`src/rtl/core/setc_pkg.sv`:
```
// Shared types, constants and the rate lookup for the sampling epoch time calculator.
`timescale 1ns / 1ps
package setc_pkg;

   // One GPS week in nanoseconds; the upper part is the week with 16 low zero bits removed.
   localparam logic [49:0] WEEK_NS       = 50'd604800000000000;
   localparam logic [33:0] WEEK_NS_HI    = 34'd9228515625;
   localparam int          WEEK_SHIFT    = 16;
   localparam logic signed [16:0] MAX_WEEK_DIFF = 17'sd15250;

   // Divider geometry: the dividend is taken 7 bits down, so the divisor fits 23 bits.
   localparam int LOW_W      = 7;
   localparam int DIVR_W     = 23;
   localparam int QUO_W      = 39;
   localparam int NUM_W      = 56;
   localparam int DIV_STEPS  = 3;
   localparam int DIV_STAGES = QUO_W / DIV_STEPS;

   typedef enum logic [1:0] {
      KIND_TIME  = 2'd0,
      KIND_INDEX = 2'd1,
      KIND_COUNT = 2'd2,
      KIND_NONE  = 2'd3
   } kind_type;

   typedef enum logic [1:0] {
      STATUS_OK       = 2'd0,
      STATUS_BAD_RATE = 2'd1,
      STATUS_RANGE    = 2'd2,
      STATUS_BAD_DUR  = 2'd3
   } status_type;

   localparam logic [1:0] CSR_START_WEEK = 2'd0;
   localparam logic [1:0] CSR_START_TOW  = 2'd1;
   localparam logic [1:0] CSR_RATE       = 2'd2;

   typedef struct packed {
      kind_type           kind;
      logic [47:0]        epoch_number;
      logic [15:0]        event_week;
      logic [49:0]        event_tow_ns;
      logic signed [63:0] duration;
   } req_type;

   typedef struct packed {
      status_type  status;
      logic [15:0] result_week;
      logic [49:0] result_tow_ns;
      logic [38:0] result_count;
   } rsp_type;

   typedef struct packed {
      logic [15:0] start_week;
      logic [49:0] start_tow_ns;
      logic [5:0]  rate_hz;
   } csr_type;

   // Per-word bookkeeping that rides along the divider.
   typedef struct packed {
      kind_type        kind;
      status_type      status;
      logic            zero;
      logic [LOW_W-1:0] low;
   } side_type;

   typedef struct packed {
      side_type          side;
      logic [DIVR_W-1:0] rem;
      logic [QUO_W-1:0]  nq;
      logic [DIVR_W-1:0] divisor;
   } div_type;

   typedef struct packed {
      logic              ok;
      logic [29:0]       interval;
      logic [DIVR_W-1:0] div_time;
      logic [DIVR_W-1:0] div_count;
      logic [38:0]       idx_limit;
   } rate_info_type;

   // div_time is the epochs per week over 128, div_count the interval over 128.
   function automatic rate_info_type rate_info(input logic [5:0] rate);
      rate_info_type r;
      r = '0;
      unique case (rate)
         6'd1: begin
            r = '{1'b1, 30'd1000000000, 23'd4725, 23'd7812500, 39'd9223372036};
         end
         6'd5: begin
            r = '{1'b1, 30'd200000000, 23'd23625, 23'd1562500, 39'd46116860184};
         end
         6'd10: begin
            r = '{1'b1, 30'd100000000, 23'd47250, 23'd781250, 39'd92233720368};
         end
         6'd20: begin
            r = '{1'b1, 30'd50000000, 23'd94500, 23'd390625, 39'd184467440737};
         end
         6'd50: begin
            r = '{1'b1, 30'd20000000, 23'd236250, 23'd156250, 39'd461168601842};
         end
         default: begin
            r = '0;
         end
      endcase
      return r;
   endfunction

endpackage

```
`src/rtl/core/setc_front.sv`:
```
// Front stages: request checks, week difference product, and divider operand setup.
`timescale 1ns / 1ps
module setc_front import setc_pkg::*; (
   input  logic    clock,
   input  logic    reset,
   input  csr_type csr,
   input  logic    in_valid,
   output logic    in_ready,
   input  req_type in_data,
   output logic    out_valid,
   input  logic    out_ready,
   output div_type out_data
);

   typedef struct packed {
      kind_type           kind;
      status_type         status;
      logic [63:0]        num;
      logic signed [50:0] prod;
      logic signed [50:0] towd;
      logic [DIVR_W-1:0]  divisor;
   } front_type;

   localparam logic signed [67:0] Y_MAX = 68'sd9223372036854775806;
   localparam logic signed [67:0] Y_MIN = -68'sd9223372036854775809;

   logic               v1_ff, v2_ff;
   front_type          f1_ff, f1_in;
   div_type            f2_ff, f2_in;
   logic               load1, load2;
   rate_info_type      ri;
   logic               st_bad;
   logic signed [16:0] wd;
   logic signed [67:0] y;
   logic [NUM_W-1:0]   dvd;
   status_type         st2;

   assign load2    = !v2_ff || out_ready;
   assign load1    = !v1_ff || load2;
   assign in_ready = load1;

   // Stage one: classify the request and start the week product.
   always_comb begin
      ri     = rate_info(csr.rate_hz);
      st_bad = csr.start_tow_ns >= WEEK_NS;
      wd     = $signed({1'b0, in_data.event_week}) - $signed({1'b0, csr.start_week});
      f1_in  = '0;
      f1_in.kind   = in_data.kind;
      f1_in.status = STATUS_OK;
      f1_in.prod   = wd * $signed({1'b0, WEEK_NS_HI});
      f1_in.towd   = $signed({1'b0, in_data.event_tow_ns}) - $signed({1'b0, csr.start_tow_ns});
      unique case (in_data.kind)
         KIND_TIME: begin
            f1_in.num     = {16'd0, in_data.epoch_number};
            f1_in.divisor = ri.div_time;
            if (!ri.ok) begin
               f1_in.status = STATUS_BAD_RATE;
            end else if (in_data.epoch_number > 48'(ri.idx_limit) || st_bad) begin
               f1_in.status = STATUS_RANGE;
            end
         end
         KIND_INDEX: begin
            f1_in.divisor = ri.div_count;
            if (!ri.ok) begin
               f1_in.status = STATUS_BAD_RATE;
            end else if (in_data.event_tow_ns >= WEEK_NS || st_bad ||
                         wd > MAX_WEEK_DIFF || wd < -MAX_WEEK_DIFF) begin
               f1_in.status = STATUS_RANGE;
            end
         end
         KIND_COUNT: begin
            f1_in.num     = in_data.duration - 64'd1;
            f1_in.divisor = ri.div_count;
            if ($signed(in_data.duration) <= 64'sd0) begin
               f1_in.status = STATUS_BAD_DUR;
            end else if (!ri.ok) begin
               f1_in.status = STATUS_BAD_RATE;
            end
         end
         KIND_NONE: begin
            f1_in.divisor = ri.div_count;
         end
      endcase
   end

   // Stage two: form the event difference less one, check its range, pick the dividend.
   always_comb begin
      y   = ($signed(68'($signed(f1_ff.prod))) <<< WEEK_SHIFT)
            + 68'($signed(f1_ff.towd)) - 68'sd1;
      st2 = f1_ff.status;
      dvd = '0;
      f2_in = '0;
      unique case (f1_ff.kind)
         KIND_TIME: begin
            dvd = NUM_W'(f1_ff.num[47:LOW_W]);
         end
         KIND_INDEX: begin
            dvd = y[62:LOW_W];
            if (st2 == STATUS_OK && (y > Y_MAX || y < Y_MIN)) begin
               st2 = STATUS_RANGE;
            end
            f2_in.side.zero = y < 68'sd0;
         end
         KIND_COUNT: begin
            dvd = f1_ff.num[62:LOW_W];
         end
         KIND_NONE: begin
            f2_in.side.zero = 1'b1;
         end
      endcase
      f2_in.side.kind   = f1_ff.kind;
      f2_in.side.status = st2;
      f2_in.side.low    = f1_ff.num[LOW_W-1:0];
      f2_in.rem         = DIVR_W'(dvd[NUM_W-1:QUO_W]);
      f2_in.nq          = dvd[QUO_W-1:0];
      f2_in.divisor     = f1_ff.divisor;
   end

   always_ff @(posedge clock) begin
      if (reset) begin
         v1_ff <= 1'b0;
         v2_ff <= 1'b0;
      end else begin
         if (load1) begin
            v1_ff <= in_valid;
         end
         if (load2) begin
            v2_ff <= v1_ff;
         end
      end
   end

   always_ff @(posedge clock) begin
      if (load1 && in_valid) begin
         f1_ff <= f1_in;
      end
      if (load2 && v1_ff) begin
         f2_ff <= f2_in;
      end
   end

   assign out_valid = v2_ff;
   assign out_data  = f2_ff;

endmodule

```
`config.mk`:
```
export PLATFORM = sky130hd
export DESIGN_NAME = setc_front
export DESIGN_NICKNAME = d
export VERILOG_FILES = /design/src/rtl/core/setc_pkg.sv /design/src/rtl/core/setc_front.sv
export SDC_FILE = /design/constraint.sdc
export NUM_CORES = 1
export LEC_CHECK = 0
export ABC_AREA = 1
export ABC_CLOCK_PERIOD_IN_PS = 11400
export BUFFER_PORTS_ARGS = -buffer_cell sky130_fd_sc_hd__buf_2
export CAP_MARGIN = 15
export CORE_MARGIN = 3
export CORE_UTILIZATION = 35
export DETAILED_ROUTE_END_ITERATION = 8
export PLACE_DENSITY = 0.52
export SLEW_MARGIN = 0
export SYNTH_ARGS = -nofsm -noshare
export SYNTH_HDL_FRONTEND = slang
export SYNTH_SLANG_ARGS = --single-unit
export TNS_END_PERCENT = 20
```
`constraint.sdc`:
```
create_clock -name clock -period 11.4 [get_ports clock]
set_clock_uncertainty 0.15 [all_clocks]
set_input_delay 2.28 -clock clock [delete_from_list [all_inputs] [get_ports clock]]
set_output_delay 2.28 -clock clock [all_outputs]
set_load 0.005 [all_outputs]
```
* After elaboration in Yosys (flattened, before gate mapping)
Index checks and enable logic that the tools add are counted. Widths: inputs -> output; s select.
Word-level totals: register bits 285, input port bits 256, output and inout port bits 99, logic and storage cells 71
Cells by class: add/subtract/negate cells 5, multipliers 1, magnitude comparators 9, eq/ne operators 11, mux-type cells 14, reductions and logical operators 16
Operators with widths (count):
- $pmux 116 s5 | 1
- $pmux 56 s3 | 1
- $pmux 63 s2 | 1
- $ge 50x50->1 const B | 2
- $add 67x51->68 | 1
- $gt 68x64->1 const B | 1
- $lt 68x1->1 const B | 1
- $lt 68x65->1 const B | 1
- $sub 68x2->68 const B | 1
- $le 64x1->1 const B | 1
- $sub 63x1->63 const B | 1
- $mul 17x35->51 const B | 1
- $sub 50x50->51 | 1
- $gt 48x39->1 | 1
- $pmux 23 s2 | 1
- $gt 17x15->1 const B | 1
- $lt 17x15->1 const B | 1
- $sub 16x16->17 | 1
- $mux 2 | 7
- $eq 2x2->1 const B | 4
- $logic_or 1x1->1 | 7
- $eq 6x1->1 const B | 1
- $eq 6x3->1 const B | 1
- $eq 6x4->1 const B | 1
- other kinds (10) | 16

* Logic depth before layout (Yosys ltp)
word-level depth 7, gate-level depth with buffers 35, depth with buffers taken out 35

* Worst setup path before layout
No wires, ideal clock.
path kind in2reg, from input port csr[58] (netlist name), to register f1_ff[115] (netlist name) (data pin), library setup time 0.259 ns, arrival time 8.910 ns, data required time 10.991 ns, setup slack 2.081 ns, cell stages on the path 31, path buffers 0, cells stage by stage inv_1 ha_1 nand2_1 o21ai_1 nand2_1 nand2_1 a21boi_1 o21ai_0 xor2_1 inv_1 fa_1 inv_1 fa_1 inv_1 fa_1 inv_1 fa_1 fa_1 inv_1 fa_1 inv_1 ha_1 nand2_1 nor2_1 inv_1 nor2_1 nand3_1 o21a_1 o21ai_1 a31oi_1 xnor2_1
RTL lines:
- start: declaration | line setc_front.sv:6 | input csr_type csr,
- end signal: assignment | line setc_front.sv:135 | f1_ff <= f1_in;
- end: declaration | line setc_front.sv:28 | front_type f1_ff, f1_in;

==> results.tsv <==
stage	metric	value	unit
outcome	outcome	completed	
floorplan	Die Y	319	µm
routing	vias per inst	4.79	
cts	Post-CTS Setup Inserts	0	
sta	final slew viol count	0	
flow_run	max-cap viol count	0	
logic_synthesis	fraction of registers with async set/reset	0	%
layout	Post-layout nets	5897	
layout	fraction of layout cells with a size suffix above 1	10.8	%
routing	DR DRC count	0	
critical_path	slowest stage cell, crit path	fa_1	
cts	CTS HTree Levels	2	
floorplan	die width	319	µm
cts	Reg clk slew, reported paths	60	ps
routing	initial drt markers	1776	
sta	period utilisation layout	84.2	%
layout	most frequent cells in the layout	1,158 x inv_1, 967 x nand2_1, 447 x nor2_1	
critical_path	Crit Reg-Reg Startpoint	f1_ff[73]$_DFFE_PP_	
critical_path	CP Max Fanout	8	
logic_synthesis	Post-Syn Area	34300	µm²
worst_hold_path	Hold WC Path Type	reg2reg	
floorplan	FP Rows	114	
logic_synthesis	Main synth FF type	edfxtp_1	
logic_synthesis	synth top area cells	edfxtp_1 25%, ha_1 16%, inv_1 13%	
critical_path	CP Data Required Time	11540	ps
sta	setup_tns	0	ps
floorplan	die area	102000	µm²
sta	Slew HR	26.8	%
floorplan	initial core utilization	35.4	%
placement	HPWL after detailed placement	100	mm
logic_synthesis	cell count after synthesis	4659	
worst_hold_path	Hold Path Origin	f1_ff[8]$_DFFE_PP_	
logic_synthesis	Synth Warn #	0	
placement	port bufs	348	
global_routing	initial antenna violation count	3	
routing	vias post-DR	30373	
routing	Routed Antenna Nets	0	
logic_synthesis	count of cell types in the netlist	61	
sta	RSZ-0062 raised after global routing	no	
critical_path	Setup crit start kind	primary input	
cts	# resized after CTS	0	
cts	TritonCTS clock tree	built	
logic_synthesis	Yosys top cell area share	24.6	%
global_routing	grt total ovfl	0	
routing	drt first pass iters	5	
cts	clk sinks	283	
sta	Final Hold Vio Count	0	
critical_path	CP Class	in2reg	
cts	Clock Latency Late Sink	550	ps
layout	Filler cells	10289	
sta	Final Critical Period	9590	ps
critical_path	critical path startpoint	csr[58]	
logic_synthesis	#FFs+latches synth	283	
critical_path	CP max stage delay	590	ps
logic_synthesis	sequential area share after synthesis	24.7	%
cts	clk root buf	clkbuf_16	
critical_path	Crit path top cell by count	fa_1	
layout	commonest non-fill, non-tap cell in the layout	inv_1	
layout	Area growth, synth to finish	13.2	%
critical_path	Worst EP arrival	9730	ps
logic_synthesis	synthesized area per cell	7.36	µm²
routing	Routed Wire Length	115	mm
placement	Routability Congestion	0.948	
cts	CTS buffer count	36	
sta	final setup fails	0	
global_routing	first-pass GRT wire length	175	mm
critical_path	nature of the critical path endpoint	flop	
routing	WL/cell	18.1	µm
logic_synthesis	post-synth top area cell	edfxtp_1	
global_routing	number of global-route vias before repair	29922	
sta	f_max	0.104	GHz
logic_synthesis	number of synthesized flops with an enable pin	281	
floorplan	I/O pin count	355	
cts	CTS Hold Bufs	0	
cts	CTS max path bufs	3	
floorplan	CORE AREA	96900	µm²
global_routing	GRT Total Usage	22.2	%
sta	actual slew at the worst max-slew pin	1090	ps
global_routing	largest net degree at the start of global routing	128	
[critical path: cells and delay by family]
kind | cells | cell delay [ps]
adders and majority gates | 8 | 3820
xor gates and xnor gates | 2 | 480
and+or+nand+nor | 7 | 710
buffers and inverters | 6 | 610
AOI/OAI and AO/OA | 8 | 1810
[cell families (layout without fill, tap and decap cells)]
group	after synthesis	after routing	share of synthesized area, %
compound gates	587	587	9.95
simple gates	1840	1840	22.9
xor+xnor	133	133	3.40
fa+ha+maj	607	607	25.7
buf+inv	1208	1602	13.3
other cells	1	9	0.0109
flops	283	283	24.7
[final cells by class]
type	instances	area, µm²	area share (%)
multi-input cells	3173	21300	54.8
clock buffers	44	961	2.47
clock inverters	18	198	0.509
flip-flops and latches	283	8480	21.8
diodes	3	7.51	0.0193
inverters	1172	4410	11.3
well taps	1276	1600	4.11
repair buffers	368	1890	4.87
[path summary, 6_finish.rpt]
kind / cells past startpoint / slack (ps) / end
setup / recovery: 31 / 1810 / f1_ff[121]$_DFFE_PP_
hold / removal: 0 / 260 / out_data[8]$_DFFE_PP_
setup reg to reg: 18 / 7120 / out_data[94]$_DFFE_PP_
hold reg to reg: 0 / 260 / out_data[8]$_DFFE_PP_
[through the flow]
| step | util, % | setup WS [ps] | cell area, µm² | instances | hold slack [ps] |
|---|---|---|---|---|---|
| 6_report | 40.1 | 1810 | 38800 | 6337 | 264 |
| 5_1_grt | 40.1 | 1380 | 38800 | 6337 | 272 |
| 4_1_cts | 40.1 | 1800 | 38800 | 6334 | 267 |
| 3_5_place_dp | 38.9 | 1200 | 37700 | 6272 | 255 |
| 3_3_place_gp | 38.9 | 1300 | 37700 | 6272 | 253 |
| 2_1_floorplan | - | 2080 | 34300 | 4664 | 250 |
[state kept, by name, summed over array words and instances (netlist names)]
signal     cells
f1_ff        191
out_data      90
out_valid      1
v1_ff          1
[synthesized netlist by cell type, types with 25 or more instances]
cell type,instances
xnor2_1,49
fa_1,162
a31oi_1,40
clkbuf_1,25
nand4_1,59
nand3_1,170
a22o_1,30
ha_1,445
inv_1,1159
edfxtp_1,281
nor2_2,38
o21ai_0,160
nand2_1,967
xor2_1,84
a21oi_1,244
nand2_2,29
nor3_1,45
nor2_1,449
[routing by layer]
| layer | vias up | routed length, µm | track usage (%) |
|---|---|---|---|
| met4 | 0 | 3540 | 6.48 |
| met5 | - | 0 | 0 |
| li1 | 15504 | - | - |
| met1 | 13993 | 49200 | 27.9 |
| met3 | 142 | 4330 | 1.69 |
| met2 | 734 | 57600 | 40.5 |
Power is left out: the tool's default activity adds up to more than one toggle a clock period on the data nets, which glitch-free logic cannot reach.
