--- src/rtl/core/setc_pkg.sv ---
// Shared types, constants and the rate lookup for the sampling epoch time calculator.
`timescale 1ns / 1ps
package setc_pkg;

   // One GPS week in nanoseconds; the upper part is the week with 16 low zero bits removed.
   localparam logic [49:0] WEEK_NS       = 50'd604800000000000;
   localparam logic [33:0] WEEK_NS_HI    = 34'd9228515625;
   localparam int          WEEK_SHIFT    = 16;
   localparam logic signed [16:0] MAX_WEEK_DIFF = 17'sd15250;

   // Divider geometry: the dividend is taken 7 bits down, so the divisor fits 23 bits.
   localparam int LOW_W      = 7;
   localparam int DIVR_W     = 23;
   localparam int QUO_W      = 39;
   localparam int NUM_W      = 56;
   localparam int DIV_STEPS  = 3;
   localparam int DIV_STAGES = QUO_W / DIV_STEPS;

   typedef enum logic [1:0] {
      KIND_TIME  = 2'd0,
      KIND_INDEX = 2'd1,
      KIND_COUNT = 2'd2,
      KIND_NONE  = 2'd3
   } kind_type;

   typedef enum logic [1:0] {
      STATUS_OK       = 2'd0,
      STATUS_BAD_RATE = 2'd1,
      STATUS_RANGE    = 2'd2,
      STATUS_BAD_DUR  = 2'd3
   } status_type;

   localparam logic [1:0] CSR_START_WEEK = 2'd0;
   localparam logic [1:0] CSR_START_TOW  = 2'd1;
   localparam logic [1:0] CSR_RATE       = 2'd2;

   typedef struct packed {
      kind_type           kind;
      logic [47:0]        epoch_number;
      logic [15:0]        event_week;
      logic [49:0]        event_tow_ns;
      logic signed [63:0] duration;
   } req_type;

   typedef struct packed {
      status_type  status;
      logic [15:0] result_week;
      logic [49:0] result_tow_ns;
      logic [38:0] result_count;
   } rsp_type;

   typedef struct packed {
      logic [15:0] start_week;
      logic [49:0] start_tow_ns;
      logic [5:0]  rate_hz;
   } csr_type;

   // Per-word bookkeeping that rides along the divider.
   typedef struct packed {
      kind_type        kind;
      status_type      status;
      logic            zero;
      logic [LOW_W-1:0] low;
   } side_type;

   typedef struct packed {
      side_type          side;
      logic [DIVR_W-1:0] rem;
      logic [QUO_W-1:0]  nq;
      logic [DIVR_W-1:0] divisor;
   } div_type;

   typedef struct packed {
      logic              ok;
      logic [29:0]       interval;
      logic [DIVR_W-1:0] div_time;
      logic [DIVR_W-1:0] div_count;
      logic [38:0]       idx_limit;
   } rate_info_type;

   // div_time is the epochs per week over 128, div_count the interval over 128.
   function automatic rate_info_type rate_info(input logic [5:0] rate);
      rate_info_type r;
      r = '0;
      unique case (rate)
         6'd1: begin
            r = '{1'b1, 30'd1000000000, 23'd4725, 23'd7812500, 39'd9223372036};
         end
         6'd5: begin
            r = '{1'b1, 30'd200000000, 23'd23625, 23'd1562500, 39'd46116860184};
         end
         6'd10: begin
            r = '{1'b1, 30'd100000000, 23'd47250, 23'd781250, 39'd92233720368};
         end
         6'd20: begin
            r = '{1'b1, 30'd50000000, 23'd94500, 23'd390625, 39'd184467440737};
         end
         6'd50: begin
            r = '{1'b1, 30'd20000000, 23'd236250, 23'd156250, 39'd461168601842};
         end
         default: begin
            r = '0;
         end
      endcase
      return r;
   endfunction

endpackage

--- src/rtl/core/setc_back.sv ---
// Back stages: time of week rebuild, week carry, count, and the output register.
`timescale 1ns / 1ps
module setc_back import setc_pkg::*; (
   input  logic    clock,
   input  logic    reset,
   input  csr_type csr,
   input  logic    in_valid,
   output logic    in_ready,
   input  div_type in_data,
   output logic    out_valid,
   input  logic    out_ready,
   output rsp_type out_data
);

   typedef struct packed {
      side_type    side;
      logic [49:0] part;
      logic [17:0] week;
      logic        q_big;
      logic [38:0] count;
   } back_type;

   logic          v1_ff, vo_ff;
   back_type      b1_ff, b1_in;
   rsp_type       rsp_ff, rsp_in;
   logic          load1, load_out;
   rate_info_type ri;
   logic [24:0]   rem_full;
   logic [54:0]   prod;
   logic [50:0]   tow_sum;
   logic [49:0]   tow;
   logic [18:0]   week;
   logic          wrap;
   status_type    st;

   assign load_out = !vo_ff || out_ready;
   assign load1    = !v1_ff || load_out;
   assign in_ready = load1;

   // Remainder of the epoch index rescaled to nanoseconds within the week.
   always_comb begin
      ri       = rate_info(csr.rate_hz);
      rem_full = {in_data.rem[17:0], in_data.side.low};
      prod     = rem_full * ri.interval;
      b1_in.side  = in_data.side;
      b1_in.part  = prod[49:0];
      b1_in.week  = 18'(csr.start_week) + 18'(in_data.nq[16:0]);
      b1_in.q_big = |in_data.nq[QUO_W-1:17];
      b1_in.count = in_data.nq + 39'd1;
   end

   always_comb begin
      tow_sum = 51'(csr.start_tow_ns) + 51'(b1_ff.part);
      wrap    = tow_sum >= {1'b0, WEEK_NS};
      tow     = wrap ? 50'(tow_sum - {1'b0, WEEK_NS}) : tow_sum[49:0];
      week    = {1'b0, b1_ff.week} + 19'(wrap);
      st      = b1_ff.side.status;
      if (b1_ff.side.kind == KIND_TIME && st == STATUS_OK &&
          (b1_ff.q_big || (|week[18:16]))) begin
         st = STATUS_RANGE;
      end
      rsp_in        = '0;
      rsp_in.status = st;
      if (st == STATUS_OK && !b1_ff.side.zero) begin
         unique case (b1_ff.side.kind)
            KIND_TIME: begin
               rsp_in.result_week   = week[15:0];
               rsp_in.result_tow_ns = tow;
            end
            KIND_INDEX, KIND_COUNT: begin
               rsp_in.result_count = b1_ff.count;
            end
            KIND_NONE: begin
               rsp_in.result_count = '0;
            end
         endcase
      end
   end

   always_ff @(posedge clock) begin
      if (reset) begin
         v1_ff <= 1'b0;
         vo_ff <= 1'b0;
      end else begin
         if (load1) begin
            v1_ff <= in_valid;
         end
         if (load_out) begin
            vo_ff <= v1_ff;
         end
      end
   end

   always_ff @(posedge clock) begin
      if (load1 && in_valid) begin
         b1_ff <= b1_in;
      end
      if (load_out && v1_ff) begin
         rsp_ff <= rsp_in;
      end
   end

   assign out_valid = vo_ff;
   assign out_data  = rsp_ff;

   a_tow_normalized: assert property (@(posedge clock) disable iff (reset)
      vo_ff |-> rsp_ff.result_tow_ns < WEEK_NS)
      else $error("time of week out of range");

   a_error_clears: assert property (@(posedge clock) disable iff (reset)
      vo_ff && rsp_ff.status != STATUS_OK |->
         rsp_ff.result_week == 16'd0 && rsp_ff.result_tow_ns == 50'd0 &&
         rsp_ff.result_count == 39'd0)
      else $error("error word carries data");

   a_hold_on_stall: assert property (@(posedge clock) disable iff (reset)
      vo_ff && !out_ready |=> vo_ff && $stable(rsp_ff))
      else $error("output word changed under stall");

endmodule

--- config.mk ---
export PLATFORM = sky130hd
export DESIGN_NAME = setc_back
export DESIGN_NICKNAME = d
export VERILOG_FILES = /design/src/rtl/core/setc_pkg.sv /design/src/rtl/core/setc_back.sv
export SDC_FILE = /design/constraint.sdc
export NUM_CORES = 2
export LEC_CHECK = 0
export ABC_CLOCK_PERIOD_IN_PS = 12050
export BUFFER_PORTS_ARGS = -buffer_cell sky130_fd_sc_hd__buf_2
export CORE_MARGIN = 8
export CORE_UTILIZATION = 57
export CTS_CLUSTER_DIAMETER = 200
export DETAILED_ROUTE_END_ITERATION = 8
export PLACE_DENSITY = 0.77
export SLEW_MARGIN = 10
export SYNTH_ARGS = -nofsm -noshare
export SYNTH_HDL_FRONTEND = slang
export SYNTH_SLANG_ARGS = --single-unit
--- constraint.sdc ---
create_clock -name clock -period 12.05 [get_ports clock]
set_input_delay 1.205 -clock clock [delete_from_list [all_inputs] [get_ports clock]]
set_output_delay 1.205 -clock clock [all_outputs]
set_load 0.03 [all_outputs]
Word-level counts from Yosys, hierarchy flattened
Cells that the tools add are included.
Operators by class
  add/sub/neg operators: 5
  multipliers: 1
  reductions and logical operators: 19
  magnitude comparators: 1
  eq/ne operators: 7
  multiplexer cells: 3
Operator list (number)
  $pmux 115 s5: 1
  $add 50x50->51: 1
  $ge 51x50->1 const B: 1
  $mul 25x30->50: 1
  $mux 50: 1
  $sub 50x50->50 const B: 1
  $add 39x1->39 const B: 1
  $reduce_or 22->1: 1
  $add 18x1->19: 1
  $add 16x17->18: 1
  $eq 6x1->1 const B: 1
  $eq 6x3->1 const B: 1
  $eq 6x4->1 const B: 1
  $eq 6x5->1 const B: 1
  $eq 6x6->1 const B: 1
  $logic_not 2->1: 3
  $logic_and 1x1->1: 5
  $reduce_and 2->1: 2
  $logic_not 1->1: 3
  $logic_or 1x1->1: 3
  $reduce_or 3->1: 1
  $eq 2x1->1 const B: 1
  $eq 2x2->1 const B: 1
  $mux 2: 1
  $reduce_or 2->1: 1
Word-level totals
  input bits: 173
  word-level logic and storage cells: 49
  register bits: 222
  output and inout bits: 109

Depth between registers and ports, before layout
  depth after elaboration: 10
  mapped depth: 36
  gate-level depth less buffers: 34

Worst setup path before layout
No wires, ideal clock.
  kind: input -> register
  from: input port csr[2] (netlist name)
  to: register b1_ff[107] (netlist name) (data pin)
  cell stages on the path: 31
  data required time: 11.790 ns
  data arrival time: 9.263 ns
  slack: 2.527 ns
  setup time: 0.260 ns
  buffers on the path: 5
  cell sequence: clkbuf_1 > nand2b_1 > nor4b_1 > clkbuf_1 > clkbuf_1 > clkbuf_1 > buf_1 > a21oi_1 > fa_1 > fa_1 > inv_1 > fa_1 > ha_1 > fa_1 > inv_1 > fa_1 > fa_1 > inv_1 > ha_1 > o21ai_0 > a21oi_1 > o21ai_0 > o21ai_0 > nand3_1 > a31oi_1 > nor4b_1 > nor4b_1 > o31ai_1 > a211o_1 > a31oi_1 > xnor2_1
RTL lines
  start, declared: RTL line setc_back.sv:6  | input csr_type csr,
  end signal, assigned: RTL line setc_back.sv:96  | b1_ff <= b1_in;
  end, declared: RTL line setc_back.sv:24  | back_type b1_ff, b1_in;

==> results_tabular.tex <==
\begin{tabular}{lr}
\hline
Metric & Value \\
\hline
\multicolumn{2}{l}{\textbf{Synth}} \\
Gate Count Post-Synth & 3152 \\
Largest cells by area after synthesis & sky130\_fd\_sc\_hd\_\_fa\_1 31\%, sky130\_fd\_sc\_hd\_\_edfxtp\_1 21\%, sky130\_fd\_sc\_hd\_\_ha\_1 9.0\% \\
Primary FF master, synth & sky130\_fd\_sc\_hd\_\_edfxtp\_1 \\
Fraction of registers with async set/reset & 0 \\
Number of synthesized register bits & 215 \\
Share of the synthesized netlist area taken by xor and xnor gates & 0.04410 \\
Netlist Area Pre-Place & 0.03039 mm² \\
Warnings from Yosys & 0 \\
Share of cell area taken by muxes after synthesis & 0.003747 \\
Area fraction in compound gates after synthesis & 0.09404 \\
Largest family of logic cells by synthesized area & adder cells \\
Library cell occupying the most area in the post-synthesis netlist & sky130\_fd\_sc\_hd\_\_fa\_1 \\
Adder-cell share of the synthesized area & 0.4020 \\
Number of synthesized flops with an enable pin & 213 \\
Fraction of the mapped netlist area in simple logic gates & 0.1469 \\
Sequential cell area fraction in the yosys report & 0.2118 \\
Syn nets & 4017 \\
Top cell type's share of synthesized area & 0.3123 \\
Distinct cells, synth & 102 \\
Syn\_area\_per\_cell & 9.641 µm² \\
\multicolumn{2}{l}{\textbf{Global route}} \\
Global-route congestion overflow total & 0 \\
Largest net degree at the start of global routing & 70 \\
Antenna violations before repair & 8 \\
Number of global-route vias before repair & 23260 \\
Wire length of the first global-routing pass & 126.3 mm \\
Overall global routing resource usage & 0.2636 \\
\multicolumn{2}{l}{\textbf{Clock tree}} \\
Clock root buffer & sky130\_fd\_sc\_hd\_\_clkbuf\_16 \\
Inserted Clock Buffers & 24 \\
Hold buffer count at cts & 0 \\
Cts repair resizes & 0 \\
Max Buffers Root-to-Sink & 3 \\
Clock sink count & 215 \\
Maximum level of the CTS H-tree & 1 \\
Clock input transition at the sequential cells of the worst setup and hold paths & 60 ps \\
Number of buffers inserted by post-CTS setup repair & 0 \\
CTS tree & yes \\
Clock latency of the later-clocked register in the worst-skew pair & 540 ps \\
\multicolumn{2}{l}{\textbf{Setup path}} \\
Critical path required time & 12330 ps \\
Category of the worst setup path capture point & flop \\
Slowest stage delay, CP & 640 ps \\
Capturing instance or port of the critical path & b1\_ff[107] \\
Kind of start point of the critical path & input port \\
Cell seen most often among critical-path stages & sky130\_fd\_sc\_hd\_\_fa\_1 \\
Source of the critical timing path & csr[2] \\
CP Data Arrival Time & 10080 ps \\
Start of the worst register-to-register path & b1\_ff[65] \\
Slack of the worst reg-to-reg path & 4110 ps \\
Critical path peak fanout & 38 \\
Number of cells on the worst reg-to-reg path & 29 \\
Worst r2r dst & out\_data[71] \\
Slowest cell on the critical path & sky130\_fd\_sc\_hd\_\_or3\_1 \\
Critical Setup Path Class & input port to flop \\
\multicolumn{2}{l}{\textbf{Timing}} \\
Final Hold Viols & 0 \\
Worst slew margin relative to its limit & 0.2469 \\
Unrepaired setup endpoints after global routing & no \\
Final setup viols & 0 \\
Post-layout minimum cycle time & 9803 ps \\
Worst Max-Slew Pin Slew & 1114 ps \\
Upper clock frequency limit & 102.0 MHz \\
Max Slew Vio Count & 0 \\
Post-route clock period utilization & 0.8135 \\
Setup TNS & 0 ps \\
Post-Route Skew & 13.64 ps \\
\multicolumn{2}{l}{\textbf{Power and ir drop}} \\
Switching part of the total power & 0.3813 \\
Relative contribution of the clock network to total power & 0.248 \\
Areal power density over the cells & 89.16 mW/mm² \\
Leak & 16.79 nW \\
Internal Power & 0.001824 W \\
Maximum vdd ir drop & 0.1045 mV \\
NetSw & 0.001124 W \\
Portion of total power attributed to sequential cells & 0.314 \\
Relative contribution of combinational cells to total power & 0.438 \\
\multicolumn{2}{l}{\textbf{Floorplanning}} \\
Die Outline Area & 0.06096 mm² \\
IO Pins & 282 \\
Core area & 0.05266 mm² \\
Chip height & 246.9 µm \\
Row count & 84 \\
Die width & 246.9 µm \\
Initial standard-cell utilization of the core & 0.5771 \\
\multicolumn{2}{l}{\textbf{Run}} \\
Maximum Capacitance Violations & 0 \\
\multicolumn{2}{l}{\textbf{Drt}} \\
Total vias in the final route & 22790 \\
Number of routed nets with antenna violations & 0 \\
Vias per inst & 5.613 \\
Post-detailed-route DRC marker count & 0 \\
Iter 0 DRT Violations & 2028 \\
Routed WL & 80.89 mm \\
Router iterations before antenna repair & 7 \\
Routed wire length per instance & 19.92 µm \\
\multicolumn{2}{l}{\textbf{Layout}} \\
Fillcell total & 4346 \\
Synthesis-to-layout area growth & 8.799\% \\
Layout cells sized above 1 & 0.1173 \\
Post-layout nets & 4216 \\
Post-Layout Inst Area & 0.03306 mm² \\
\multicolumn{2}{l}{\textbf{Status}} \\
Run status & complete, no violations \\
\multicolumn{2}{l}{\textbf{Placement}} \\
Hpwl dp & 68.39 mm \\
Total of buffers placed on input and output ports & 253 \\
Placement Cell Area & 0.03227 mm² \\
Global placement routability congestion & 1.025 \\
\multicolumn{2}{l}{\textbf{Hold path}} \\
Hold/Removal Path Class & flop to flop \\
\hline
\end{tabular}
[cells in the final DEF, fill, tap and decap left out, types with 14 or more instances in the layout]
master                      count
sky130_fd_sc_hd__buf_4         14
sky130_fd_sc_hd__and3_1        22
sky130_fd_sc_hd__edfxtp_1     213
sky130_fd_sc_hd__xor2_1        54
sky130_fd_sc_hd__a21o_1        40
sky130_fd_sc_hd__a211oi_1      15
sky130_fd_sc_hd__xnor2_1       99
sky130_fd_sc_hd__fa_1         474
sky130_fd_sc_hd__ha_1         218
sky130_fd_sc_hd__o21a_1        31
sky130_fd_sc_hd__nand2_1      281
sky130_fd_sc_hd__inv_1        676
sky130_fd_sc_hd__nand2b_1      29
sky130_fd_sc_hd__and2_1       149
sky130_fd_sc_hd__nand4_1       29
sky130_fd_sc_hd__a21oi_1      106
sky130_fd_sc_hd__o21ai_0       72
sky130_fd_sc_hd__nor3_1        20
sky130_fd_sc_hd__clkbuf_16     24
sky130_fd_sc_hd__o21ai_1       14
sky130_fd_sc_hd__o211ai_1      20
sky130_fd_sc_hd__nand3_1       57
sky130_fd_sc_hd__nor2_1       175
sky130_fd_sc_hd__or2_2         41
sky130_fd_sc_hd__buf_2        253
[sequential cells by signal, summed over array words and instances (netlist names)]
name,flops
out_valid,1
out_data,107
b1_ff,106
v1_ff,1
[cell type report]
cell class	instances	area (µm²)	share of cell area
flip-flops and latches	215	6436	0.1947
well taps	688	860.8	0.02604
repair buffers	268	1391	0.04208
clock inverters	14	165.2	0.004995
multi-input cells	2165	21040	0.6363
clock buffers	29	619.3	0.01873
diodes	4	10.01	0.0003028
inverters	677	2541	0.07686
[critical path, delay by kind of cell]
kind            cells  cell delay (ps)
buf+inv             7              910
xor+xnor            1              140
simple gates       10             2640
compound gates      4             1140
fa+ha+maj           8             4040
[metal layers]
metal	global-route usage	up-vias	routed length (µm)
met4	0.07222	6	2349
met2	0.4216	1057	37320
li1	-	10480	-
met1	0.3609	11090	32570
met5	0	-	41
met3	0.05870	155	8595
[metrics by stage]
step,util,hold WS (ps),setup WS [ps],power [W],instances
6_report,0.6279,514.0,2247,0.002948,4060
5_1_grt,0.6278,527.1,1866,0.003133,4058
4_1_cts,0.6277,517.9,2352,0.002950,4056
3_5_place_dp,0.6128,503.2,1792,0.002211,4013
3_3_place_gp,0.6128,498.6,1878,0.002186,4013
2_1_floorplan,-,477.8,2527,0.001909,3152
[power by group through the flow]
stage	combinational, W	clock, W	sequential [W]
after global placement	0.00125	0	0.000937
final	0.00129	0.000731	0.000925
after CTS	0.00128	0.000747	0.000925
after floorplan	0.000931	0	0.000978
after global routing	0.00143	0.000772	0.000931
after detailed placement	0.00127	0	0.000941
[logic make-up after synthesis]
logic type / after synthesis
and+or+nand+nor: 890
DFF: 215
buffers and inverters: 772
AOI/OAI and AO/OA: 420
xor gates and xnor gates: 153
adders and majority gates: 692
muxes: 10
[how the worst min path moves through the flow]
stage	from	end	slack, ps	cells after the start
6_report	b1_ff[33]	out_data[33]	510	1
3_5_place_dp	b1_ff[13]	out_data[13]	500	1
3_3_place_gp	b1_ff[0]	out_data[0]	500	1
5_1_grt	b1_ff[31]	out_data[31]	530	1
2_1_floorplan	v1_ff	out_valid	480	2
4_1_cts	b1_ff[21]	out_data[21]	520	1
[cell usage after synthesis, drive strengths merged, types with 9 or more instances]
master	count
and2	151
nand2b	29
a31oi	14
o21a	33
a211oi	18
or2	45
nor4	12
clkbuf	61
o21bai	9
inv	677
nor2b	13
o211ai	21
o21ai	87
xnor2	99
ha	218
nand2	281
a21o	40
or3	14
and4	9
xor2	54
buf	34
and3	22
nand3	58
nor3	20
nand4	29
edfxtp	213
nor2	179
fa	474
a21oi	117
(Power assumes the default switching activity.)
