<file path="config.mk">
export PLATFORM = sky130hd
export DESIGN_NAME = setc_div
export DESIGN_NICKNAME = d
export VERILOG_FILES = /design/src/rtl/core/setc_pkg.sv /design/src/rtl/core/setc_div.sv
export SDC_FILE = /design/constraint.sdc
export NUM_CORES = 1
export LEC_CHECK = 0
export BUFFER_PORTS_ARGS = -buffer_cell sky130_fd_sc_hd__buf_2
export CAP_MARGIN = 20
export CORE_ASPECT_RATIO = 1.75
export CORE_MARGIN = 2
export CORE_UTILIZATION = 40
export CTS_CLUSTER_DIAMETER = 120
export DETAILED_ROUTE_END_ITERATION = 8
export PLACE_DENSITY = 0.6
export SLEW_MARGIN = 25
export SYNTH_ARGS = -nofsm -noshare
export SYNTH_HDL_FRONTEND = slang
export SYNTH_SLANG_ARGS = --single-unit
</file>
<file path="constraint.sdc">
create_clock -name clock -period 14 [get_ports clock]
set_clock_uncertainty 0.2 [all_clocks]
set_input_delay 2.1 -clock clock [delete_from_list [all_inputs] [get_ports clock]]
set_output_delay 2.1 -clock clock [all_outputs]
set_load 0.01 [all_outputs]
</file>
<file path="src/rtl/core/setc_pkg.sv">
// Shared types, constants and the rate lookup for the sampling epoch time calculator.
`timescale 1ns / 1ps
package setc_pkg;

   // One GPS week in nanoseconds; the upper part is the week with 16 low zero bits removed.
   localparam logic [49:0] WEEK_NS       = 50'd604800000000000;
   localparam logic [33:0] WEEK_NS_HI    = 34'd9228515625;
   localparam int          WEEK_SHIFT    = 16;
   localparam logic signed [16:0] MAX_WEEK_DIFF = 17'sd15250;

   // Divider geometry: the dividend is taken 7 bits down, so the divisor fits 23 bits.
   localparam int LOW_W      = 7;
   localparam int DIVR_W     = 23;
   localparam int QUO_W      = 39;
   localparam int NUM_W      = 56;
   localparam int DIV_STEPS  = 3;
   localparam int DIV_STAGES = QUO_W / DIV_STEPS;

   typedef enum logic [1:0] {
      KIND_TIME  = 2'd0,
      KIND_INDEX = 2'd1,
      KIND_COUNT = 2'd2,
      KIND_NONE  = 2'd3
   } kind_type;

   typedef enum logic [1:0] {
      STATUS_OK       = 2'd0,
      STATUS_BAD_RATE = 2'd1,
      STATUS_RANGE    = 2'd2,
      STATUS_BAD_DUR  = 2'd3
   } status_type;

   localparam logic [1:0] CSR_START_WEEK = 2'd0;
   localparam logic [1:0] CSR_START_TOW  = 2'd1;
   localparam logic [1:0] CSR_RATE       = 2'd2;

   typedef struct packed {
      kind_type           kind;
      logic [47:0]        epoch_number;
      logic [15:0]        event_week;
      logic [49:0]        event_tow_ns;
      logic signed [63:0] duration;
   } req_type;

   typedef struct packed {
      status_type  status;
      logic [15:0] result_week;
      logic [49:0] result_tow_ns;
      logic [38:0] result_count;
   } rsp_type;

   typedef struct packed {
      logic [15:0] start_week;
      logic [49:0] start_tow_ns;
      logic [5:0]  rate_hz;
   } csr_type;

   // Per-word bookkeeping that rides along the divider.
   typedef struct packed {
      kind_type        kind;
      status_type      status;
      logic            zero;
      logic [LOW_W-1:0] low;
   } side_type;

   typedef struct packed {
      side_type          side;
      logic [DIVR_W-1:0] rem;
      logic [QUO_W-1:0]  nq;
      logic [DIVR_W-1:0] divisor;
   } div_type;

   typedef struct packed {
      logic              ok;
      logic [29:0]       interval;
      logic [DIVR_W-1:0] div_time;
      logic [DIVR_W-1:0] div_count;
      logic [38:0]       idx_limit;
   } rate_info_type;

   // div_time is the epochs per week over 128, div_count the interval over 128.
   function automatic rate_info_type rate_info(input logic [5:0] rate);
      rate_info_type r;
      r = '0;
      unique case (rate)
         6'd1: begin
            r = '{1'b1, 30'd1000000000, 23'd4725, 23'd7812500, 39'd9223372036};
         end
         6'd5: begin
            r = '{1'b1, 30'd200000000, 23'd23625, 23'd1562500, 39'd46116860184};
         end
         6'd10: begin
            r = '{1'b1, 30'd100000000, 23'd47250, 23'd781250, 39'd92233720368};
         end
         6'd20: begin
            r = '{1'b1, 30'd50000000, 23'd94500, 23'd390625, 39'd184467440737};
         end
         6'd50: begin
            r = '{1'b1, 30'd20000000, 23'd236250, 23'd156250, 39'd461168601842};
         end
         default: begin
            r = '0;
         end
      endcase
      return r;
   endfunction

endpackage

</file>
<file path="src/rtl/core/setc_div.sv">
// One stage of the restoring divider: a few quotient bits per word.
`timescale 1ns / 1ps
module setc_div import setc_pkg::*; (
   input  logic    clock,
   input  logic    reset,
   input  logic    in_valid,
   output logic    in_ready,
   input  div_type in_data,
   output logic    out_valid,
   input  logic    out_ready,
   output div_type out_data
);

   logic            v_ff;
   div_type         d_ff, d_in;
   logic            load;
   logic [DIVR_W:0] sh;
   logic            qb;

   assign load     = !v_ff || out_ready;
   assign in_ready = load;

   // Each step shifts a dividend bit into the remainder; subtract if it fits.
   always_comb begin
      d_in = in_data;
      sh   = '0;
      qb   = 1'b0;
      for (int i = 0; i < DIV_STEPS; i++) begin
         sh = {d_in.rem, d_in.nq[QUO_W-1]};
         qb = sh >= {1'b0, d_in.divisor};
         if (qb) begin
            d_in.rem = DIVR_W'(sh - {1'b0, d_in.divisor});
         end else begin
            d_in.rem = sh[DIVR_W-1:0];
         end
         d_in.nq = {d_in.nq[QUO_W-2:0], qb};
      end
   end

   always_ff @(posedge clock) begin
      if (reset) begin
         v_ff <= 1'b0;
      end else if (load) begin
         v_ff <= in_valid;
      end
   end

   always_ff @(posedge clock) begin
      if (load && in_valid) begin
         d_ff <= d_in;
      end
   end

   assign out_valid = v_ff;
   assign out_data  = d_ff;

endmodule

</file>
## Word level (Yosys, flattened, before mapping)

Index checks and enable logic that the tools add are counted.

| word-level totals | value |
|---|---|
| register bits | 98 |
| output and inout bits | 99 |
| logic and storage cells | 20 |

| operators by class | value |
|---|---|
| add/sub/neg operators | 3 |
| magnitude comparators | 3 |
| muxes and demuxes | 3 |
| reduce and logical (&&, ||, !) cells | 3 |

Operators with widths:

| operator | count |
|---|---|
| $ge 24x23->1 | 3 |
| $mux 23 | 3 |
| $sub 23x23->23 | 3 |
| $logic_and 1x1->1 | 1 |
| $logic_not 1->1 | 1 |
| $logic_or 1x1->1 | 1 |

## Logic depth before layout (Yosys ltp)

Gate-level depths: netlist of run 1.

| depth | value |
|---|---|
| depth in word-level cells | 6 |
| mapped depth | 39 |
| depth with buffers taken out | 34 |

## Worst setup path after synthesis of run 1

OpenSTA, ideal clock, no wires.

| path | value |
|---|---|
| path kind | input to register |
| start | in in_data[61] (netlist bit) |
| end | reg d_ff, in the netlist out_data[67], data pin |
| library setup time | 0.260 ns |
| arrival time | 9.183 ns |
| required time | 13.540 ns |
| path slack | 4.356 ns |
| stages on the path | 38 |
| buffers on the path | 7 |
| cell sequence | inv_1 -> ha_1 -> inv_1 -> fa_1 -> a211oi_2 -> o211ai_1 -> a2111oi_2 -> nor2_1 -> o31ai_4 -> buf_2 -> buf_2 -> nand2_1 -> o21ai_0 -> ha_1 -> clkbuf_1 -> a211oi_1 -> nor2_1 -> o21ai_1 -> (+2 left out) -> a31oi_1 -> nand4_2 -> buf_2 -> buf_2 -> o21ai_0 -> fa_1 -> nor2b_1 -> o31a_1 -> o311a_1 -> o41ai_2 -> o31a_1 -> o21ai_1 -> nand3_1 -> a21boi_0 -> a2111o_1 -> buf_6 -> buf_6 -> mux2_4 |

RTL lines:

| item | line | text |
|---|---|---|
| from (decl) | setc_div.sv:8 | `input div_type in_data,` |
| to (signal assigned) | setc_div.sv:50 | `d_ff <= d_in;` |
| to (decl) | setc_div.sv:15 | `div_type d_ff, d_in;` |

==> results of run 1 <==
## kinds of logic (layout without fill, tap and decap cells)
kind of cell	Yosys count	count (layout)	share of synthesized area [%]
AOI/OAI and AO/OA	194	194	17.55
xor gates and xnor gates	50	50	6.075
adders and majority gates	72	72	12.81
buffers and inverters	57	264	3.385
DFF	98	98	40.69
muxes	42	42	7.377
and+or+nand+nor	182	182	12.12
## critical path, delay by kind of cell
| kind | cells | cell delay (ns) |
|---|---|---|
| mux | 3 | 1.05 |
| fa+ha+maj | 4 | 1.27 |
| simple gates | 5 | 0.79 |
| buf+inv | 7 | 1.31 |
| compound gates | 15 | 3.59 |
## power by group
group          leakage [uW]  switching, uW  internal [uW]
combinational       0.00283            449            435
sequential         0.000945           9.52            405
clock              0.000129            101            119
total               0.00390            559            959
## flip-flops by register name, summed over array words and instances (netlist names)
name       flops
out_data      97
out_valid      1
## per-stage QoR
step | instances | utilization (%) | setup slack, ns | hold WS (ns)
2_1_floorplan | 695 | - | 4.356 | 0.3930
3_3_place_gp | 1120 | 47.47 | 3.479 | 0.3028
3_5_place_dp | 1120 | 47.47 | 3.359 | 0.3142
4_1_cts | 1136 | 48.94 | 3.720 | 0.3275
5_1_grt | 1136 | 48.94 | 3.295 | 0.3499
6_report | 1136 | 48.94 | 3.715 | 0.3270
## cells in the final DEF (no fill, tap or decap), drive strengths merged, types with 6 or more instances in the layout
cell and count:
a31oi 8, and3 7, clkinv 6, nor2b 14, a21boi 6, nand2b 10
nor3 15, edfxtp 97, nor2 46, xnor2 38, ha 69, o21bai 6
a21oi 63, nand3 11, or3 8, nand2 50, o21ai 48, nand4 10
mux2 38, inv 45, xor2 12, buf 203, clkbuf 10, a21o 19
o31ai 6, a211oi 7
## worst max path at each step
stage	endpoint	slack [ns]	cells after the start
5_1_grt	out_data[79]	3.29	34
6_report	out_data[69]	3.71	34
3_5_place_dp	out_data[68]	3.36	32
4_1_cts	out_data[69]	3.72	32
2_1_floorplan	out_data[67]	4.36	38
3_3_place_gp	out_data[69]	3.48	34
## cell type report
cell class,count,area (um2),share of cell area (%)
Clock buffer,10,229.0,2.627
Clock inverter,6,33.78,0.3875
Inverter,45,168.9,1.938
Multi-Input combinational cell,540,4034,46.28
Sequential cell,98,2933,33.64
Tap cell,234,292.8,3.359
Timing Repair Buffer,203,1026,11.77
## layer usage
metal | global-route usage [%] | vias to the layer above | wire [um]
met5 | 0 | - | 0
met2 | 34.35 | 164 | 9299
li1 | - | 2997 | -
met4 | 7.253 | 0 | 467
met3 | 2.082 | 20 | 847
met1 | 20.42 | 2740 | 7099
==> results, run 1 <==
- The register bit total from synthesis is 98.
- The area of the core is 0.01781 mm2.
- At the worst endpoint, the required time is 13.88 ns.
- The capturing element type of the critical path is a register.
- The sum of overflow across all layers after global routing is 0.
- The flow ran to the end, and the final reports show no timing, DRC or antenna violations.
- The share of the cycle needed by the critical path after routing is 73.47%.
- The synthesized netlist cell count is 695.
- The netlist area before placement is 0.007208 mm2.
- At the end of the flow, the number of nets in the layout was 1,070.
- Pin placement for this block handled 200 I/O pins.
- Max-cap violations in this run came to 0.
- The via count of the first global-routing pass is 5,812.
- The count of TritonRoute iterations in the first routing pass is 5.
- The placer's final routability congestion estimate is 0.8812.
- The power per cell area is 174.2 mW/mm2.
- The maximum number of pins on one net before global-route repair is 51.
- In this run the tightest slew margin relative to its limit is 51.72%.
- Setup repair after global routing left no endpoint under its margin.
- The max-slew violation count is 0.
- The worst setup path is launched from an input pin.
- For the worst setup path, the data arrival time is 10.17 ns.
- The worst min-delay path category is reg -> reg.
- The worst register-to-register path ends at out_data[79].
- The mean cell area of the mapped netlist is 10.37 um2.
- 0 antenna diodes ended up in the layout.
- The synthesized design spends more area on one cell type than any other, namely sky130_fd_sc_hd__edfxtp_1.
- The top cell type by area accounts for 40.41% of the synthesized area.
- The most frequently used cell type in the post-synthesis netlist is sky130_fd_sc_hd__edfxtp_1.
- The ratio of routed vias to standard cells is 5.212.
- The routed design has 17,710 um of wire.
- Of all nets on the critical path, the largest fanout is 35.
- The primary flip-flop cell chosen by synthesis mapping is sky130_fd_sc_hd__edfxtp_1.
- The initialized floorplan defines 65 standard-cell rows.
- The total chip power is 1519 uW.
- The critical path's largest stage delay is 0.41 ns.
- Ranked by total cell area, the synthesized netlist is headed by sky130_fd_sc_hd__edfxtp_1 40%, sky130_fd_sc_hd__ha_1 12%, sky130_fd_sc_hd__xnor2_1 4.6%.
- Summing over every cut layer, the via total after detailed routing is 5,921.
- Ranked by instance count, the synthesized netlist is headed by 97 x sky130_fd_sc_hd__edfxtp_1, 69 x sky130_fd_sc_hd__ha_1, 63 x sky130_fd_sc_hd__a21oi_1.
- The worst hold path begins at out_valid.
- Relative to the synthesized area, the layout overhead comes to 20.93%.
- The depth of the worst register-to-register path is 3.
- The deepest clock path buffer count is 2.
- The wire-length estimate of the detail-placed layout is 14,820 um.
- The highest ir drop seen on vdd is 76.61 uV.
- The tree built by TritonCTS fans out to 98 sinks.
- The share of flip-flops with an asynchronous set or reset after synthesis is 0%.
- For flop-to-flop paths, the worst setup slack is 11.80 ns.
- Buffers inserted to repair hold after CTS numbered 0.
- The startpoint of the lowest-slack register-to-register path is out_valid.
- The critical path startpoint is in_data[61].
- The clock period minus final worst setup slack is 10.29 ns.
- After clock tree synthesis, the clock-pin slew on the worst setup and hold paths is 0.06 ns.
- The number of clock buffers added by TritonCTS is 9.
- The worst hold path passes through 2 cells.
- In the global route stage, overall resource usage came out at 18.20%.
- In this run the clock root is driven by a sky130_fd_sc_hd__clkbuf_16.
- The final-report hold violation count is 0.
- Buffers added to address setup during post-CTS repair amount to 0.
- Once placement finished, the instance area stood at 0.008454 mm2.
- In the routed design, unresolved DRC markers number 0.
- The share of final-layout standard cells stronger than drive strength 1 is 29.82%.
- The first global-routing pass estimated 27,830 um of wire.
- Static timing analysis puts the maximum clock frequency at 0.09722 GHz.
- The initial utilization of the core area, before any placement, comes to 40.47%.
- Summing the sequential cell areas from Yosys gives 40.69% of the chip area.
- The count of warnings emitted by yosys is 0.
- The number of antenna violations at the first check in global routing is 0.
- In this run, synthesis inferred 97 flip-flops with an integrated enable.
- On the critical path, the stage with the largest delay is an instance of sky130_fd_sc_hd__fa_1.
- The overall die height is 181.6 um.
- Once detail routing completed, the nets flagged for antenna violations numbered 0.
- The number of input and output port buffers inserted is 199.
- The cell area after layout is 0.008717 mm2.
- The total negative slack is 0 ns.
- The number of DRC markers after the initial detailed-route iteration is 211.
- After detailed routing, the average wire length per cell comes to 15.59 um.
- The number of nets in the synthesized netlist is 868.
- The worst hold path terminates at out_valid.
- The area enclosed by the die boundary is 0.01915 mm2.
- Setup violations remaining at the end of the flow were counted as 0.
- TritonCTS built the clock tree.
- CTS built an H-tree with a depth of 3.
- The worst setup path is of the in -> reg kind.
- The clock latency on the worst-skew pair is 0.33 ns.
- The number of different library cells in the post-synthesis netlist is 61.
- The filler cell count is 1,782.
- The count of cells resized by post-cts repair is 0.
- The die is 105.5 um wide.
- The transition at the pin with the smallest max-transition slack is 0.7181 ns.
- In this run the static leakage power is 0.003901 uW.
No activity file was read; power rests on OpenSTA's default activity.
==> inputs of run 2 (changes only) <==
==> constraint.sdc (replaced) <==
create_clock -name clock -period 10.6 [get_ports clock]
set_clock_uncertainty 0.2 [all_clocks]
set_input_delay 1.59 -clock clock [delete_from_list [all_inputs] [get_ports clock]]
set_output_delay 1.59 -clock clock [all_outputs]
set_load 0.01 [all_outputs]
==> run 2 against run 1 <==
Register-to-register slack worse by 3.2 ns. Worst setup slack worse by 2.6 ns. Sequential power up 32%. Non-clock buffer count up 1. Sequential share of layout area down 0.21 points. Flip-flop and latch count unchanged. Critical path depth down 2. Die area unchanged. Total power up 35%. Cell count about the same. Via count up 0.84%. Global-route usage up 0.61 points. Critical path type unchanged. Critical endpoint unchanged. Largest power group unchanged.
==> results, run 2 (same netlist as run 1, synthesis figures left out) <==
- The flow ran to the end, and the final reports show no timing, DRC or antenna violations.
- The analysis attributes to cell leakage a power of 0.003929 uW.
- The starting density of the core is 40.47%.
- The CTS buffer count is 9.
- The total of hold buffers inserted after clock tree synthesis is 0.
- The detailed router placed 5,971 vias in this run.
- Row generation in the floorplan step produced 65 rows.
- Among all stages on the critical path, the largest delay is contributed by sky130_fd_sc_hd__o31ai_4.
- The total of endpoints with negative setup slack in the final report is 0.
- The detailed-route wire length is 18,550 um.
- The floorplan step defined a die boundary enclosing 0.01915 mm2.
- The number of antenna violations at the first check in global routing is 0.
- The final-report hold violation count is 0.
- The register with the most flip-flops in the layout has 97 of them.
- From synthesis to final layout, the design area changed by 21.70%.
- Global routing finished with a remaining overflow of 0.
- The count of TritonRoute iterations in the first routing pass is 4.
- For the final routed database, the setup TNS stands at 0 ns.
- The longest clock path from root to sink contains 2 buffers.
- The path class of the tightest hold or removal check is reg -> reg.
- The tightest hold path in the finished design has a slack of 0.3123 ns.
- The total chip power is 2046 uW.
- The cell sitting at the root of the clock tree is a sky130_fd_sc_hd__clkbuf_16.
- For the worst setup path, the data required time is 10.49 ns.
- The transition at the pin with the smallest max-transition slack is 0.7514 ns.
- Entering global routing, the biggest net connects 81 pins.
- The cell family contributing the most delay on the critical path is compound AO/OA/AOI/OAI gates.
- Measured against its own limit, the worst slew margin works out to 49.48%.
- The area of all sequential standard cells is 0.002933 mm2.
- The H-tree generated during clock tree synthesis spans 3 levels.
- The maximum operating frequency is 0.1054 GHz.
- The share of the cycle needed by the critical path after routing is 89.50%.
- The final-stage net count is 1,071.
- The capturing element type of the critical path is a register.
- The wire-length estimate of the detail-placed layout is 15,230 um.
- The commonest non-fill, non-tap cell in the layout is sky130_fd_sc_hd__buf_2.
- The kind of launch point of the worst setup path is an input pin.
- The clock period minus final worst setup slack is 9.487 ns.
- Measured along the x axis, the die boundary spans 105.5 um.
- Clock-pin slew was measured on the worst setup and hold paths at 0.07 ns.
- STA puts the critical path data arrival time at 9.38 ns.
- Global routing consumed, over all layers together, 18.81% of the routing resources.
- The per-cell routed wire length is 16.31 um.
- The combined area of the multi-input logic cells is 0.004034 mm2.
- The count of maximum capacitance violations is 0.
- Once the clock tree was built, the setup fixing pass inserted 0 buffers.
- The area of the core is 0.01781 mm2.
- The start-to-end type of the worst setup path is in -> reg.
- Input and output buffers added on the ports amount to 199.
- In the layout the commonest cells are 199 x sky130_fd_sc_hd__buf_2, 97 x sky130_fd_sc_hd__edfxtp_1, 69 x sky130_fd_sc_hd__ha_1, 63 x sky130_fd_sc_hd__a21oi_1, 50 x sky130_fd_sc_hd__nand2_1.
- In this run the vertical extent of the chip is 181.6 um.
- For this run, the slowest stage of the critical path takes 0.58 ns.
- Of all nets on the critical path, the largest fanout is 24.
- Together, buffers and inverters on the worst path number 5.
- The via count of the first global-routing pass was 5,845.
- For this run, design rule violations remaining after detail routing come to 0.
- TritonCTS built the clock tree.
- The ratio of routed vias to standard cells is 5.252.
- The repair_antennas step left the layout with diodes totalling 0.
- The placer's final routability congestion estimate is 0.8848.
- In this run the remaining antenna-violating nets after routing total 0.
- The filler cell count is 1,741.
- 200 I/O pins were placed.
- Cells with a size suffix above 1 make up 30.12% of the layout.
- The first global-routing pass estimated 28,550 um of wire.
- At the later pin of the worst-skew pair, clock insertion delay measures 0.34 ns.
- Setup repair after global routing left no endpoint under its margin.
- The max-slew violation count is 0.
- The number of DRC markers after the initial detailed-route iteration is 235.
- In this run, post-CTS repair resized a total of 0 instances.
- Dividing total power by cell area gives a power density of 233.2 mW/mm2.
- The count of clock tree sinks is 98.
- VDD sags by at most 94.30 uV.
## run 2: worst reg2reg max path, delay by kind of cell, from the launching register on
kind	cells	cell delay, ns
simple gates	2	0.40
buf+inv	2	0.68
flops	1	0.31
## run 2: path summary, 6_finish.rpt
check / start / to / slack [ns] / depth (start not counted)
worst max-delay path: in_data[61] / out_data[69] / 1.11 / 32
worst min-delay path: out_valid / out_valid / 0.31 / 2
worst max register to register: out_valid / out_data[15] / 8.65 / 4
worst min register to register: out_valid / out_valid / 0.31 / 2
## run 2: cell type report
cell class              instances  share of cell area (%)
clock buffers                   9                   2.567
inverters                      45                   1.926
flip-flops and latches         98                   33.43
well taps                     234                   3.338
multi-input cells             540                   45.98
clock inverters                 7                  0.7417
repair buffers                204                   12.01
## run 2: per-layer routing
layer / wire length [um] / up-vias / global-route usage, % / share of wire [%]
li1: - / 2998 / - / -
met1: 7340 / 2783 / 20.79 / 40
met2: 9909 / 163 / 35.61 / 53
met3: 757 / 27 / 2.010 / 4.1
met4: 541 / 0 / 8.213 / 2.9
met5: 0 / - / 0 / 0
## run 2: where the power goes
part | switching, uW | internal (uW)
combinational | 603 | 577
clock | 137 | 182
sequential | 13.7 | 534
## run 2: per-stage QoR
step           cells  area [um2]  utilization, %  setup WS (ns)
4_1_cts         1136        8745           49.10          1.104
2_1_floorplan    695        7208               -          1.466
5_1_grt         1137        8772           49.25         0.5509
6_report        1137        8772           49.25          1.113
3_5_place_dp    1120        8454           47.47         0.7404
3_3_place_gp    1120        8454           47.47         0.9415
